File: src/design/kpsd_pkg.sv
// Package for the keypad scan, debounce and control block.
// Holds the item and result types, key codes and control byte constants.
// No dependencies.
`default_nettype none

package kpsd_pkg;

    // Register indexes of the configuration port
    localparam logic [1:0] CFG_DEBOUNCE  = 2'd0;
    localparam logic [1:0] CFG_TMR_STEP  = 2'd1;
    localparam logic [1:0] CFG_TMR_MIN   = 2'd2;
    localparam logic [1:0] CFG_TMR_MAX   = 2'd3;

    // Key codes
    localparam logic [3:0] KEY_NONE  = 4'd0;
    localparam logic [3:0] KEY_POWER = 4'd1;
    localparam logic [3:0] KEY_TIMER = 4'd2;
    localparam logic [3:0] KEY_VOICE = 4'd3;
    localparam logic [3:0] KEY_AMP_UP = 4'd4;
    localparam logic [3:0] KEY_AMP_DN = 4'd5;
    localparam logic [3:0] KEY_HEAT  = 4'd6;
    localparam logic [3:0] KEY_AUTO  = 4'd7;
    localparam logic [3:0] KEY_MODE  = 4'd8;
    localparam logic [3:0] KEY_IDLE  = 4'd9;

    // Row sample patterns
    localparam logic [2:0] ROWS_HIGH = 3'b111;
    localparam logic [2:0] ROW1_LOW  = 3'b110;
    localparam logic [2:0] ROW2_LOW  = 3'b101;
    localparam logic [2:0] ROW3_LOW  = 3'b011;

    // Control byte masks
    localparam logic [7:0] PWR_BIT   = 8'h80;
    localparam logic [7:0] VOICE_BIT = 8'h80;
    localparam logic [7:0] AUTO_BIT  = 8'h08;
    localparam logic [7:0] AMP_MASK  = 8'h0f;
    localparam logic [7:0] HEAT_MASK = 8'h30;
    localparam logic [7:0] HEAT_CLR  = 8'hcf;
    localparam logic [7:0] HEAT_ONE  = 8'h10;
    localparam logic [7:0] MODE_CLR  = 8'hf8;
    localparam logic [2:0] MODE_LAST = 3'd6;
    localparam logic [2:0] MODE_FIRST = 3'd1;

    // Reset values of the configuration registers
    localparam logic [7:0] RST_DEBOUNCE = 8'd5;
    localparam logic [7:0] RST_TMR_STEP = 8'd5;
    localparam logic [7:0] RST_TMR_MIN  = 8'd15;
    localparam logic [7:0] RST_TMR_MAX  = 8'd30;

    typedef struct packed {
        logic       tick;
        logic [2:0] sense_idle;
        logic [2:0] sense_col0;
        logic [2:0] sense_col1;
        logic [2:0] sense_col2;
        logic       sys_on;
        logic       auto_on;
        logic       display_on;
    } t_item;

    typedef struct packed {
        logic [7:0] debounce_ticks;
        logic [7:0] timer_step;
        logic [7:0] timer_min;
        logic [7:0] timer_max;
    } t_cfg;

    typedef struct packed {
        logic [7:0] control_byte0;
        logic [7:0] control_byte1;
        logic [7:0] control_byte2;
        logic       key_accepted;
        logic [3:0] accepted_code;
    } t_result;

endpackage

`default_nettype wire

File: src/design/kpsd_decode.sv
// Key code decode from the four row samples of one scan.
// Depends on kpsd_pkg.
`default_nettype none

module kpsd_decode (
    input  wire logic [2:0] i_sense_idle,
    input  wire logic [2:0] i_sense_col0,
    input  wire logic [2:0] i_sense_col1,
    input  wire logic [2:0] i_sense_col2,
    output logic      [3:0] o_code
);

    logic [3:0] row;

    // Find the row from the all-columns sample
    always_comb begin
        case (i_sense_idle)
            kpsd_pkg::ROW1_LOW: row = 4'd1;
            kpsd_pkg::ROW2_LOW: row = 4'd2;
            kpsd_pkg::ROW3_LOW: row = 4'd3;
            default:            row = 4'd0;
        endcase
    end

    // Take the last active column; idle, no column or several rows give idle
    always_comb begin
        if (i_sense_idle == kpsd_pkg::ROWS_HIGH || row == 4'd0) begin
            o_code = kpsd_pkg::KEY_IDLE;
        end else if (i_sense_col2 != kpsd_pkg::ROWS_HIGH) begin
            o_code = row + 4'd6;
        end else if (i_sense_col1 != kpsd_pkg::ROWS_HIGH) begin
            o_code = row + 4'd3;
        end else if (i_sense_col0 != kpsd_pkg::ROWS_HIGH) begin
            o_code = row;
        end else begin
            o_code = kpsd_pkg::KEY_IDLE;
        end
    end

endmodule

`default_nettype wire

File: src/design/kpsd_core.sv
// Debounce and control byte state, updated once per advanced request.
// Depends on kpsd_pkg and kpsd_decode.
`default_nettype none

module kpsd_core (
    input  wire logic              i_clk,
    input  wire logic              i_rst_n,
    input  wire logic              i_advance,
    input  wire kpsd_pkg::t_item   i_item,
    input  wire kpsd_pkg::t_cfg    i_cfg,
    output kpsd_pkg::t_result      o_result
);

    logic [3:0] scan;
    logic [3:0] r_last, n_last;
    logic       r_pend, n_pend;
    logic [7:0] r_count, n_count;
    logic [3:0] r_acc, n_acc;
    logic [7:0] r_c0, n_c0;
    logic [7:0] r_c1, n_c1;
    logic [7:0] r_c2, n_c2;
    logic       accept;
    logic [7:0] tmr_sum;
    logic [2:0] mode;
    logic       on, disp;

    kpsd_decode u_decode (
        .i_sense_idle (i_item.sense_idle),
        .i_sense_col0 (i_item.sense_col0),
        .i_sense_col1 (i_item.sense_col1),
        .i_sense_col2 (i_item.sense_col2),
        .o_code       (scan)
    );

    assign tmr_sum = r_c2 + i_cfg.timer_step;
    assign mode    = r_c0[2:0];
    assign on      = i_item.sys_on;
    assign disp    = i_item.display_on;

    // Restart the countdown on a change, accept on zero, otherwise count down
    always_comb begin
        n_last  = r_last;
        n_pend  = r_pend;
        n_count = r_count;
        n_acc   = r_acc;
        accept  = 1'b0;
        if (i_item.tick) begin
            if (scan != r_last) begin
                n_last  = scan;
                n_pend  = 1'b1;
                n_count = i_cfg.debounce_ticks;
            end
            if (n_pend && n_count == 8'd0) begin
                n_pend = 1'b0;
                n_acc  = n_last;
                accept = 1'b1;
            end else if (n_pend) begin
                n_count = n_count - 8'd1;
            end
        end
    end

    // Apply the accepted key to the control bytes
    always_comb begin
        n_c0 = r_c0;
        n_c1 = r_c1;
        n_c2 = r_c2;
        if (accept) begin
            case (n_acc)
                kpsd_pkg::KEY_POWER: n_c0 = r_c0 ^ kpsd_pkg::PWR_BIT;
                kpsd_pkg::KEY_TIMER: begin
                    if (on) begin
                        if (tmr_sum > i_cfg.timer_max || tmr_sum < i_cfg.timer_min) begin
                            n_c2 = i_cfg.timer_min;
                        end else begin
                            n_c2 = tmr_sum;
                        end
                    end
                end
                kpsd_pkg::KEY_VOICE: begin
                    if (on) n_c1 = r_c1 ^ kpsd_pkg::VOICE_BIT;
                end
                kpsd_pkg::KEY_AMP_UP: begin
                    if (on && disp && (r_c1 & kpsd_pkg::AMP_MASK) != kpsd_pkg::AMP_MASK)
                        n_c1 = r_c1 + 8'd1;
                end
                kpsd_pkg::KEY_AMP_DN: begin
                    if (on && disp && (r_c1 & kpsd_pkg::AMP_MASK) != 8'd0)
                        n_c1 = r_c1 - 8'd1;
                end
                kpsd_pkg::KEY_HEAT: begin
                    if (on && disp) begin
                        if ((r_c1 & kpsd_pkg::HEAT_MASK) == kpsd_pkg::HEAT_MASK) begin
                            n_c1 = r_c1 & kpsd_pkg::HEAT_CLR;
                        end else begin
                            n_c1 = r_c1 + kpsd_pkg::HEAT_ONE;
                        end
                    end
                end
                kpsd_pkg::KEY_AUTO: begin
                    if (on && disp) n_c0 = r_c0 ^ kpsd_pkg::AUTO_BIT;
                end
                kpsd_pkg::KEY_MODE: begin
                    if (on && disp && !i_item.auto_on) begin
                        if (mode == kpsd_pkg::MODE_LAST) begin
                            n_c0 = (r_c0 & kpsd_pkg::MODE_CLR) | {5'd0, kpsd_pkg::MODE_FIRST};
                        end else begin
                            n_c0 = (r_c0 & kpsd_pkg::MODE_CLR) | {5'd0, mode + 3'd1};
                        end
                    end
                end
                default: ;
            endcase
        end
    end

    // Hold state unless a request advances
    always_ff @(posedge i_clk) begin
        if (!i_rst_n) begin
            r_last  <= kpsd_pkg::KEY_NONE;
            r_pend  <= 1'b0;
            r_count <= 8'd0;
            r_acc   <= kpsd_pkg::KEY_NONE;
            r_c0    <= 8'd0;
            r_c1    <= 8'd0;
            r_c2    <= 8'd0;
        end else if (i_advance) begin
            r_last  <= n_last;
            r_pend  <= n_pend;
            r_count <= n_count;
            r_acc   <= n_acc;
            r_c0    <= n_c0;
            r_c1    <= n_c1;
            r_c2    <= n_c2;
        end
    end

    assign o_result.control_byte0 = n_c0;
    assign o_result.control_byte1 = n_c1;
    assign o_result.control_byte2 = n_c2;
    assign o_result.key_accepted  = accept;
    assign o_result.accepted_code = n_acc;

endmodule

`default_nettype wire

File: src/design/keypad_scan_debounce_control.sv
// Top level of the keypad scan, debounce and control block.
// Depends on kpsd_pkg and kpsd_core.
`default_nettype none

// One scan request in gives one result out. Requests are taken into an input
// register and pass through the decode, debounce and control update logic into
// an output register, one request per cycle while the output is not stalled; the
// input side keeps accepting while a result waits, as long as the result
// register can move on in the same cycle. A request with tick low changes no
// state and returns the current control bytes. Configuration writes go
// straight to the four registers and take effect on the next request.
module keypad_scan_debounce_control (
    input  wire logic        i_clk,
    input  wire logic        i_rst_n,
    input  wire logic        s_axis_tvalid,
    output logic             s_axis_tready,
    // tick[0], sense_idle[3:1], sense_col0[6:4], sense_col1[9:7],
    // sense_col2[12:10], sys_on[13], auto_on[14], display_on[15]
    input  wire logic [15:0] s_axis_tdata,
    output logic             m_axis_tvalid,
    input  wire logic        m_axis_tready,
    // control_byte0[7:0], control_byte1[15:8], control_byte2[23:16],
    // key_accepted[24], accepted_code[28:25], zero[31:29]
    output logic      [31:0] m_axis_tdata,
    input  wire logic        i_cfg_we,
    input  wire logic [1:0]  i_cfg_index,
    input  wire logic [7:0]  i_cfg_data
);

    logic              r_in_valid;
    kpsd_pkg::t_item   r_item;
    logic              r_out_valid;
    kpsd_pkg::t_result r_result;
    kpsd_pkg::t_result result;
    kpsd_pkg::t_cfg    r_cfg;
    logic              advance;
    kpsd_pkg::t_item   in_item;

    assign advance       = r_in_valid && (!r_out_valid || m_axis_tready);
    assign s_axis_tready = !r_in_valid || advance;

    // Unpack the request fields
    always_comb begin
        in_item.tick       = s_axis_tdata[0];
        in_item.sense_idle = s_axis_tdata[3:1];
        in_item.sense_col0 = s_axis_tdata[6:4];
        in_item.sense_col1 = s_axis_tdata[9:7];
        in_item.sense_col2 = s_axis_tdata[12:10];
        in_item.sys_on     = s_axis_tdata[13];
        in_item.auto_on    = s_axis_tdata[14];
        in_item.display_on = s_axis_tdata[15];
    end

    // Write configuration registers
    always_ff @(posedge i_clk) begin
        if (!i_rst_n) begin
            r_cfg.debounce_ticks <= kpsd_pkg::RST_DEBOUNCE;
            r_cfg.timer_step     <= kpsd_pkg::RST_TMR_STEP;
            r_cfg.timer_min      <= kpsd_pkg::RST_TMR_MIN;
            r_cfg.timer_max      <= kpsd_pkg::RST_TMR_MAX;
        end else if (i_cfg_we) begin
            case (i_cfg_index)
                kpsd_pkg::CFG_DEBOUNCE: r_cfg.debounce_ticks <= i_cfg_data;
                kpsd_pkg::CFG_TMR_STEP: r_cfg.timer_step     <= i_cfg_data;
                kpsd_pkg::CFG_TMR_MIN:  r_cfg.timer_min      <= i_cfg_data;
                kpsd_pkg::CFG_TMR_MAX:  r_cfg.timer_max      <= i_cfg_data;
                default: ;
            endcase
        end
    end

    // Input register valid
    always_ff @(posedge i_clk) begin
        if (!i_rst_n) begin
            r_in_valid <= 1'b0;
        end else if (s_axis_tready) begin
            r_in_valid <= s_axis_tvalid;
        end
    end

    // Capture the request payload
    always_ff @(posedge i_clk) begin
        if (s_axis_tvalid && s_axis_tready) begin
            r_item <= in_item;
        end
    end

    kpsd_core u_core (
        .i_clk     (i_clk),
        .i_rst_n   (i_rst_n),
        .i_advance (advance),
        .i_item    (r_item),
        .i_cfg     (r_cfg),
        .o_result  (result)
    );

    // Output register valid
    always_ff @(posedge i_clk) begin
        if (!i_rst_n) begin
            r_out_valid <= 1'b0;
        end else if (advance) begin
            r_out_valid <= 1'b1;
        end else if (m_axis_tready) begin
            r_out_valid <= 1'b0;
        end
    end

    // Load the result payload
    always_ff @(posedge i_clk) begin
        if (advance) begin
            r_result <= result;
        end
    end

    assign m_axis_tvalid = r_out_valid;
    assign m_axis_tdata  = {3'd0, r_result.accepted_code, r_result.key_accepted,
                            r_result.control_byte2, r_result.control_byte1,
                            r_result.control_byte0};

endmodule

`default_nettype wire

File: config.mk
export PLATFORM = sky130hd
export DESIGN_NAME = keypad_scan_debounce_control
export DESIGN_NICKNAME = d
export VERILOG_FILES = /design/src/design/kpsd_pkg.sv /design/src/design/kpsd_decode.sv /design/src/design/kpsd_core.sv /design/src/design/keypad_scan_debounce_control.sv
export SDC_FILE = /design/constraint.sdc
export NUM_CORES = 1
export LEC_CHECK = 0
export ABC_AREA = 1
export BUFFER_PORTS_ARGS = -buffer_cell sky130_fd_sc_hd__buf_2
export CAP_MARGIN = 20
export CORE_MARGIN = 5
export CORE_UTILIZATION = 50
export CTS_BUF_LIST = sky130_fd_sc_hd__clkbuf_16
export CTS_CLUSTER_DIAMETER = 30
export DETAILED_ROUTE_END_ITERATION = 6
export PLACE_DENSITY = 0.68
export REMOVE_ABC_BUFFERS = 1
export SETUP_SLACK_MARGIN = 0.4
export SLEW_MARGIN = 20
export SYNTH_ARGS = -nofsm -noshare
export SYNTH_HDL_FRONTEND = slang
export SYNTH_SLANG_ARGS = --single-unit
File: constraint.sdc
create_clock -name i_clk -period 4.14 [get_ports i_clk]
set_clock_uncertainty 0.05 [all_clocks]
set_input_delay 0.207 -clock i_clk [delete_from_list [all_inputs] [get_ports i_clk]]
set_output_delay 0.207 -clock i_clk [all_outputs]
set_load 0.005 [all_outputs]
==> metrics.cfg, run 1 <==
[hold_path]
hold_depth = 3
hold_class = in -> reg
min_to = r_cfg[18]$_SDFFE_PN1P_
worstHoldStart = i_cfg_data[2]

[power]
ir_worst_vdd_mv = 0.3103
switching_power_mw = 0.9497
pwr-share-clk_pct = 43.2
powerDensity_mw_per_mm2 = 407.4
p_leak_nw = 3.848
power_mw = 3.406
power_frac_seq_pct = 39.3
p_comb_share_pct = 17.5
swShare_pct = 27.88
p_int_mw = 2.457

[clock_tree]
clkTransAtPathRegs_ns = 0.06
cts_root_buf = clkbuf_16
clk_path_buf_depth = 2
cts_tree = yes
insertion_delay_ns = 0.42
cts_max_level = 4
clock-sinks = 120
cts_buffers = 17

[placement]
dp_hpwl_mm = 10.08
port_buffers = 61
globalplace.congestion = 0.9177
dp_slack_ns = 0.2304

[synth]
syn_area_mm2 = 0.006634
yosysTopAreaCellShare_pct = 22.63
ys_ff_latch = 120
ys.flop_type = dfxtp_1
ys_warn_count = 0
ys_async_sr_fraction_pct = 0
synth_cell_types = 48
ys_seq_area_share_pct = 43.00
syn_avg_cell_area_um2 = 8.251
synthTopCellsByArea = dfxtp_1 23%, edfxtp_1 20%, nand2_1 8.4%, inv_1 6.2%, ha_1 5.7%
synth_edf_count = 45
syn-instance-count = 804
yosysTopAreaCell = dfxtp_1

[routing]
via_per_inst = 5.005
vias = 5505
drc_errors = 0
firstDrtPassIters = 4
routed_wl_mm = 15.45
ant_nets = 0
detail_route.wl_per_cell_um = 14.04
drt_iter0_drc = 352

[sta]
drv_slew = 0
worst_slew_pin_slew_ns = 0.7765
min_period_over_period_pct = 88.88
hold_viol = 0
rsz0062_at_grt = true
tns_ns = 0
period_minus_slack_ns = 3.680
setup_viol = 0
max_freq_ghz = 0.2718
finalWorstSetupSlack_ns = 0.4604
slew_headroom_pct = 48.23

[cells_and_area]
diodes = 0
drive_gt1_share_pct = 26.52
area_growth_pct = 26.03
nNetsFinal = 973
final_common_cell = nand2_1
mostFrequentLayoutCells = 126 x nand2_1, 106 x inv_1, 75 x dfxtp_1, 61 x buf_2, 60 x nor2_1
regArea_mm2 = 0.002853
nFillCells = 1127
multi_input_area_mm2 = 0.003512
fin_util_pct = 63.64

[global_routing]
antenna_found_initial = 0
grt_pass1_vias = 5193
grt_usage_pct = 19.40
grt-ovfl-total = 0
grt_pass1_wl_mm = 24.78
grt_start_max_net_pins = 66

[critical_path]
crit_fanout = 7
r2r_start = r_item[13]$_DFFE_PP_
cp.arrival_ns = 3.92
cpMaxStageDelayCell = edfxtp_1
crit_type = reg -> reg
cp.required_ns = 4.38
ff2ff_path_depth = 26
crit_buf_inv = 5
reg2reg_slack_ns = 0.46
critical-path-max-stage-delay_ns = 0.43
crit_path_frequent_cell = nand2_2
critPathLaunchType = flip-flop
crit-reg2reg-capture = m_axis_tdata[15]$_DFFE_PP_
cp_top_family = simple AND/OR/NAND/NOR gates
cp-end-kind = flip-flop

[floorplanning]
floorplan.initialDensity_pct = 50.50
die_h_um = 125.2
num_rows = 42
core-area_mm2 = 0.01314
die_x_um = 125.2
ios = 65
die_area_mm2 = 0.01567

[job]
maxCapViolCount = 0

[status]
status = finished clean

layer usage:
metal  up-vias  track usage (%)  wire, um
met2       125            32.02      7417
li1       2855                -         -
met4         0            6.952       335
met5         -                0         0
met1      2495            25.02      6971
met3        30            4.563       721
layout make-up:
| cell class | count | share of cell area (%) |
|---|---|---|
| clock buffer | 17 | 5.088 |
| tap | 176 | 2.634 |
| timing repair buffer | 105 | 8.366 |
| multi-input combinational | 544 | 42.01 |
| clock inverter | 15 | 1.931 |
| inverter | 123 | 5.852 |
| sequential | 120 | 34.12 |
stage by stage:
stage               cell area (um2)  std cells  hold WS (ns)
global placement               7118       1030        0.3337
floorplan                      6540        786        0.2411
detailed placement             7118       1030        0.3351
finish                         8361       1100       0.01839
global route                   8361       1100       0.03547
CTS                            7900       1082      0.005701
worst min-delay path, delay by kind of cell:
kind,cells,cell delay [ns]
and+or+nand+nor,2,0.12
buffers and inverters,1,0.13
cell usage after synthesis, types with 2 or more instances:
master    number
nand2_2       24
clkbuf_1      13
edfxtp_1      45
xor2_1        25
o221ai_1       2
o21ai_0       49
nand2_4       12
o21ai_1       11
nand2_1      149
a211oi_1       3
inv_2          8
nor2_8         4
dfxtp_1       75
nor3_1         5
o211ai_2       8
o21bai_1       4
o211ai_1       9
nor2_4         3
nand3_1       47
buf_2          3
ha_1          30
a21oi_1       52
buf_4          3
nand3_2        4
nand3_4        2
nand4_1       16
nor2_2         2
inv_1        109
o21ai_2        2
clkinv_1       5
nor2_1        63
cell families after synthesis:
| group | after synthesis | synth area share (%) |
|---|---|---|
| AND/OR/NAND/NOR | 337 | 25.69 |
| AO/OA/AOI/OAI | 145 | 13.15 |
| buffers and inverters | 143 | 8.563 |
| flip-flops | 120 | 43.00 |
| adder cells (fa/ha/maj) | 31 | 5.960 |
| XOR/XNOR | 26 | 3.433 |
| other | 1 | 0.05653 |
| multiplexers | 1 | 0.1509 |
flip-flops by register name, indices dropped and copies added (netlist names):
register	cells
m_axis_tdata	29
m_axis_tvalid	1
r_cfg	32
r_in_valid	1
r_item	16
u_core.r_acc	4
u_core.r_c0	8
u_core.r_c1	8
u_core.r_c2	8
u_core.r_count	8
u_core.r_last	4
u_core.r_pend	1
power groups by stage:
stage | Combinational [mW] | Sequential (mW) | Clock [mW]
after floorplan | 0.365 | 1.35 | 0
final | 0.595 | 1.34 | 1.47
after global routing | 0.664 | 1.35 | 1.55
after global placement | 0.492 | 1.36 | 0
after CTS | 0.523 | 1.34 | 1.49
after detailed placement | 0.498 | 1.36 | 0
how the worst max path moves through the flow:
stage                         start                    endpoint  slack, ns  cells after the start
2_1_floorplan  r_item[13]$_DFFE_PP_  m_axis_tdata[15]$_DFFE_PP_       0.38                     26
3_3_place_gp   r_item[13]$_DFFE_PP_  m_axis_tdata[14]$_DFFE_PP_       0.33                     24
3_5_place_dp   r_item[13]$_DFFE_PP_  m_axis_tdata[14]$_DFFE_PP_       0.23                     24
4_1_cts        r_item[13]$_DFFE_PP_  m_axis_tdata[14]$_DFFE_PP_       0.42                     26
5_1_grt        r_item[13]$_DFFE_PP_  m_axis_tdata[15]$_DFFE_PP_       0.23                     25
6_report       r_item[13]$_DFFE_PP_  m_axis_tdata[15]$_DFFE_PP_       0.46                     26
timing repair:
action                     4_1_cts  5_1_grt
hold buffers                    16        0
buffers inserted                 4       17
hold endpoints to repair        16        0
resized for setup                4       78
gates cloned                     0        1
pin swaps                        3       45
setup endpoints to repair       42       43
No activity file was read; power rests on OpenSTA's default activity.
==> run 2, diff against run 1 <==
--- a/config.mk
+++ b/config.mk
@@ -13,8 +13,8 @@
 export CTS_BUF_LIST = sky130_fd_sc_hd__clkbuf_16
 export CTS_CLUSTER_DIAMETER = 30
 export DETAILED_ROUTE_END_ITERATION = 6
-export PLACE_DENSITY = 0.68
-export REMOVE_ABC_BUFFERS = 1
+export HOLD_SLACK_MARGIN = 0.08
+export PLACE_DENSITY = 0.72
 export SETUP_SLACK_MARGIN = 0.4
 export SLEW_MARGIN = 20
 export SYNTH_ARGS = -nofsm -noshare
==> run 2 against run 1 <==
Die area unchanged. Power increased by 0.52%. Combinational power increased by 0.8%. Wire length decreased by 0.60%. Design area decreased by 0.46%. Flip-flop and latch count unchanged. Critical path depth unchanged. Largest cell class unchanged. Count of clock-buffer cells in the layout unchanged. Critical endpoint is now u_core.r_c2[4]$_SDFFE_PN0P_. Setup slack improved by 0.050 ns. Sequential power about the same. First-iteration DRC count increased by 0.28%. Non-clock buffer count increased by 9.
==> metrics.cfg, run 2 (same netlist as run 1, synthesis figures left out) <==
[status]
status = finished clean

[routing]
firstDrtPassIters = 5
ant_nets = 0
drc_errors = 0
detail_route.wl_per_cell_um = 13.83
vias = 5645
routed_wl_mm = 15.35
drt_iter0_drc = 353
via_per_inst = 5.086

[critical_path]
crit_fanout = 8
critPathLaunchType = flip-flop
crit_type = reg -> reg
reg2reg_slack_ns = 0.51
cp-end-kind = flip-flop
cp.arrival_ns = 3.95
cp.required_ns = 4.46

[cells_and_area]
diodes = 0
design_area_mm2 = 0.008322
nNetsFinal = 983
nFillCells = 1081
largest_register = r_cfg
area_growth_pct = 25.44
mostFrequentLayoutCells = 137 x nand2_1, 111 x inv_1, 73 x dfxtp_1, 62 x nor2_1, 61 x buf_2
final_common_cell = nand2_1
drive_gt1_share_pct = 23.55
largest_reg_flops = 32

[power]
p_leak_nw = 3.891
powerDensity_mw_per_mm2 = 411.5
ir_worst_vdd_mv = 0.2720

[clock_tree]
cts_buffers = 17
clkTransAtPathRegs_ns = 0.05
clock-sinks = 120
clk_path_buf_depth = 2
insertion_delay_ns = 0.42
cts_root_buf = clkbuf_16
cts_max_level = 4
cts_tree = yes

[sta]
slew_headroom_pct = 40.49
setup_viol = 0
worst_slew_pin_slew_ns = 0.8859
rsz0062_at_grt = true
min_period_over_period_pct = 87.68
drv_slew = 0
tns_ns = 0
period_minus_slack_ns = 3.630
hold_viol = 0
max_freq_ghz = 0.2755

[placement]
dp_hpwl_mm = 10.24
port_buffers = 61
dpl_cell_area_mm2 = 0.007111
globalplace.congestion = 0.8844

[global_routing]
grt_pass1_vias = 5074
grt_pass1_wl_mm = 24.05
antenna_found_initial = 0
grt_usage_pct = 18.87
grt-ovfl-total = 0
grt_start_max_net_pins = 66

[floorplanning]
core-area_mm2 = 0.01314
die_area_mm2 = 0.01567
num_rows = 42
ios = 65
die_h_um = 125.2
die_x_um = 125.2
floorplan.initialDensity_pct = 50.50

[job]
maxCapViolCount = 0

[hold_path]
hold_class = in -> reg

==> run 2: changes by cell type in the layout (fill, tap and decap cells not counted), moves of 3 or more <==
cell           previous run  this run
dlygate4sd3_1            16        27
nand2_1                 126       137
nand3_2                  11         2
nand3_1                  39        46
nand2_2                  42        36
inv_1                   106       111
buf_6                     3         0
clkinvlp_4                6         3
inv_4                     4         1
nand2_8                   5         2
==> run 2: per-stage QoR <==
step | hold slack, ns | worst slack (ns) | power, mW | std cells | utilization (%)
floorplan | 0.2559 | 0.4024 | 1.728 | 806 | -
global placement | 0.3341 | 0.3592 | 1.850 | 1029 | 54.12
detailed placement | 0.3354 | 0.2085 | 1.859 | 1029 | 54.12
CTS | 0.1495 | 0.4569 | 3.377 | 1092 | 60.96
global route | 0.1848 | 0.2386 | 3.585 | 1110 | 63.34
finish | 0.1568 | 0.5099 | 3.424 | 1110 | 63.34
==> run 2: what timing repair did <==
action | 4_1_cts | 5_1_grt
pin swaps | 3 | 33
gates resized for setup | 2 | 44
gates cloned | 0 | 2
hold buffers | 27 | 0
hold endpoints to repair | 47 | 0
setup endpoints to repair | 42 | 42
setup buffers | 4 | 16
==> run 2: worst max-delay path, stage by stage, from the launching register on <==
cell	delay, ns
edfxtp_1	0.42
inv_1	0.07
nand2_1	0.07
nand2_2	0.08
nand2_2	0.08
ha_4	0.27
inv_1	0.04
a21oi_2	0.15
o21ai_2	0.09
nand2_2	0.09
nand2_2	0.06
nand2_4	0.09
nand3_4	0.10
o21ai_2	0.18
ha_2	0.21
nand3_4	0.08
nor2_8	0.17
nand3_4	0.16
nand2_4	0.14
nand2_8	0.09
nor3b_4	0.31
nand2_4	0.15
clkinv_8	0.10
o211ai_2	0.09
nand3_1	0.09
nand2_1	0.06
inv_1	0.04
==> run 2: report_power, final <==
part	total (mW)	leakage [nW]	switching [mW]	internal [mW]
clock network	1.48	0.304	0.498	0.985
logic	0.600	2.54	0.369	0.231
registers	1.34	1.05	0.0422	1.30
==> run 2: per-layer routing <==
layer | vias to the layer above | GRT usage [%] | part of all wire (%)
met5 | - | 0 | 0
met4 | 0 | 7.398 | 1.8
met1 | 2609 | 24.44 | 45
met3 | 24 | 4.392 | 4.8
met2 | 142 | 30.72 | 49
li1 | 2870 | - | -
==> run 2: cell type report <==
class | instances | area [um2] | share of cell area [%]
Inverter | 123 | 485.5 | 5.834
Tap cell | 176 | 220.2 | 2.646
Multi-Input combinational cell | 544 | 3388 | 40.72
Clock buffer | 17 | 425.4 | 5.112
Timing Repair Buffer | 114 | 770.7 | 9.262
Clock inverter | 15 | 168.9 | 2.030
Timing Repair inverter | 1 | 7.507 | 0.09021
Sequential cell | 120 | 2855 | 34.31
==> run 2: final timing paths <==
kind / startpoint / endpoint / cells after the start
max reg2reg: r_item[12]$_DFFE_PP_ / u_core.r_c2[4]$_SDFFE_PN0P_ / 26
max: r_item[12]$_DFFE_PP_ / u_core.r_c2[4]$_SDFFE_PN0P_ / 26
min reg2reg: u_core.r_c0[4]$_SDFFE_PN0P_ / u_core.r_c0[4]$_SDFFE_PN0P_ / 2
min: i_cfg_index[0] / r_cfg[24]$_SDFFE_PN1P_ / 3
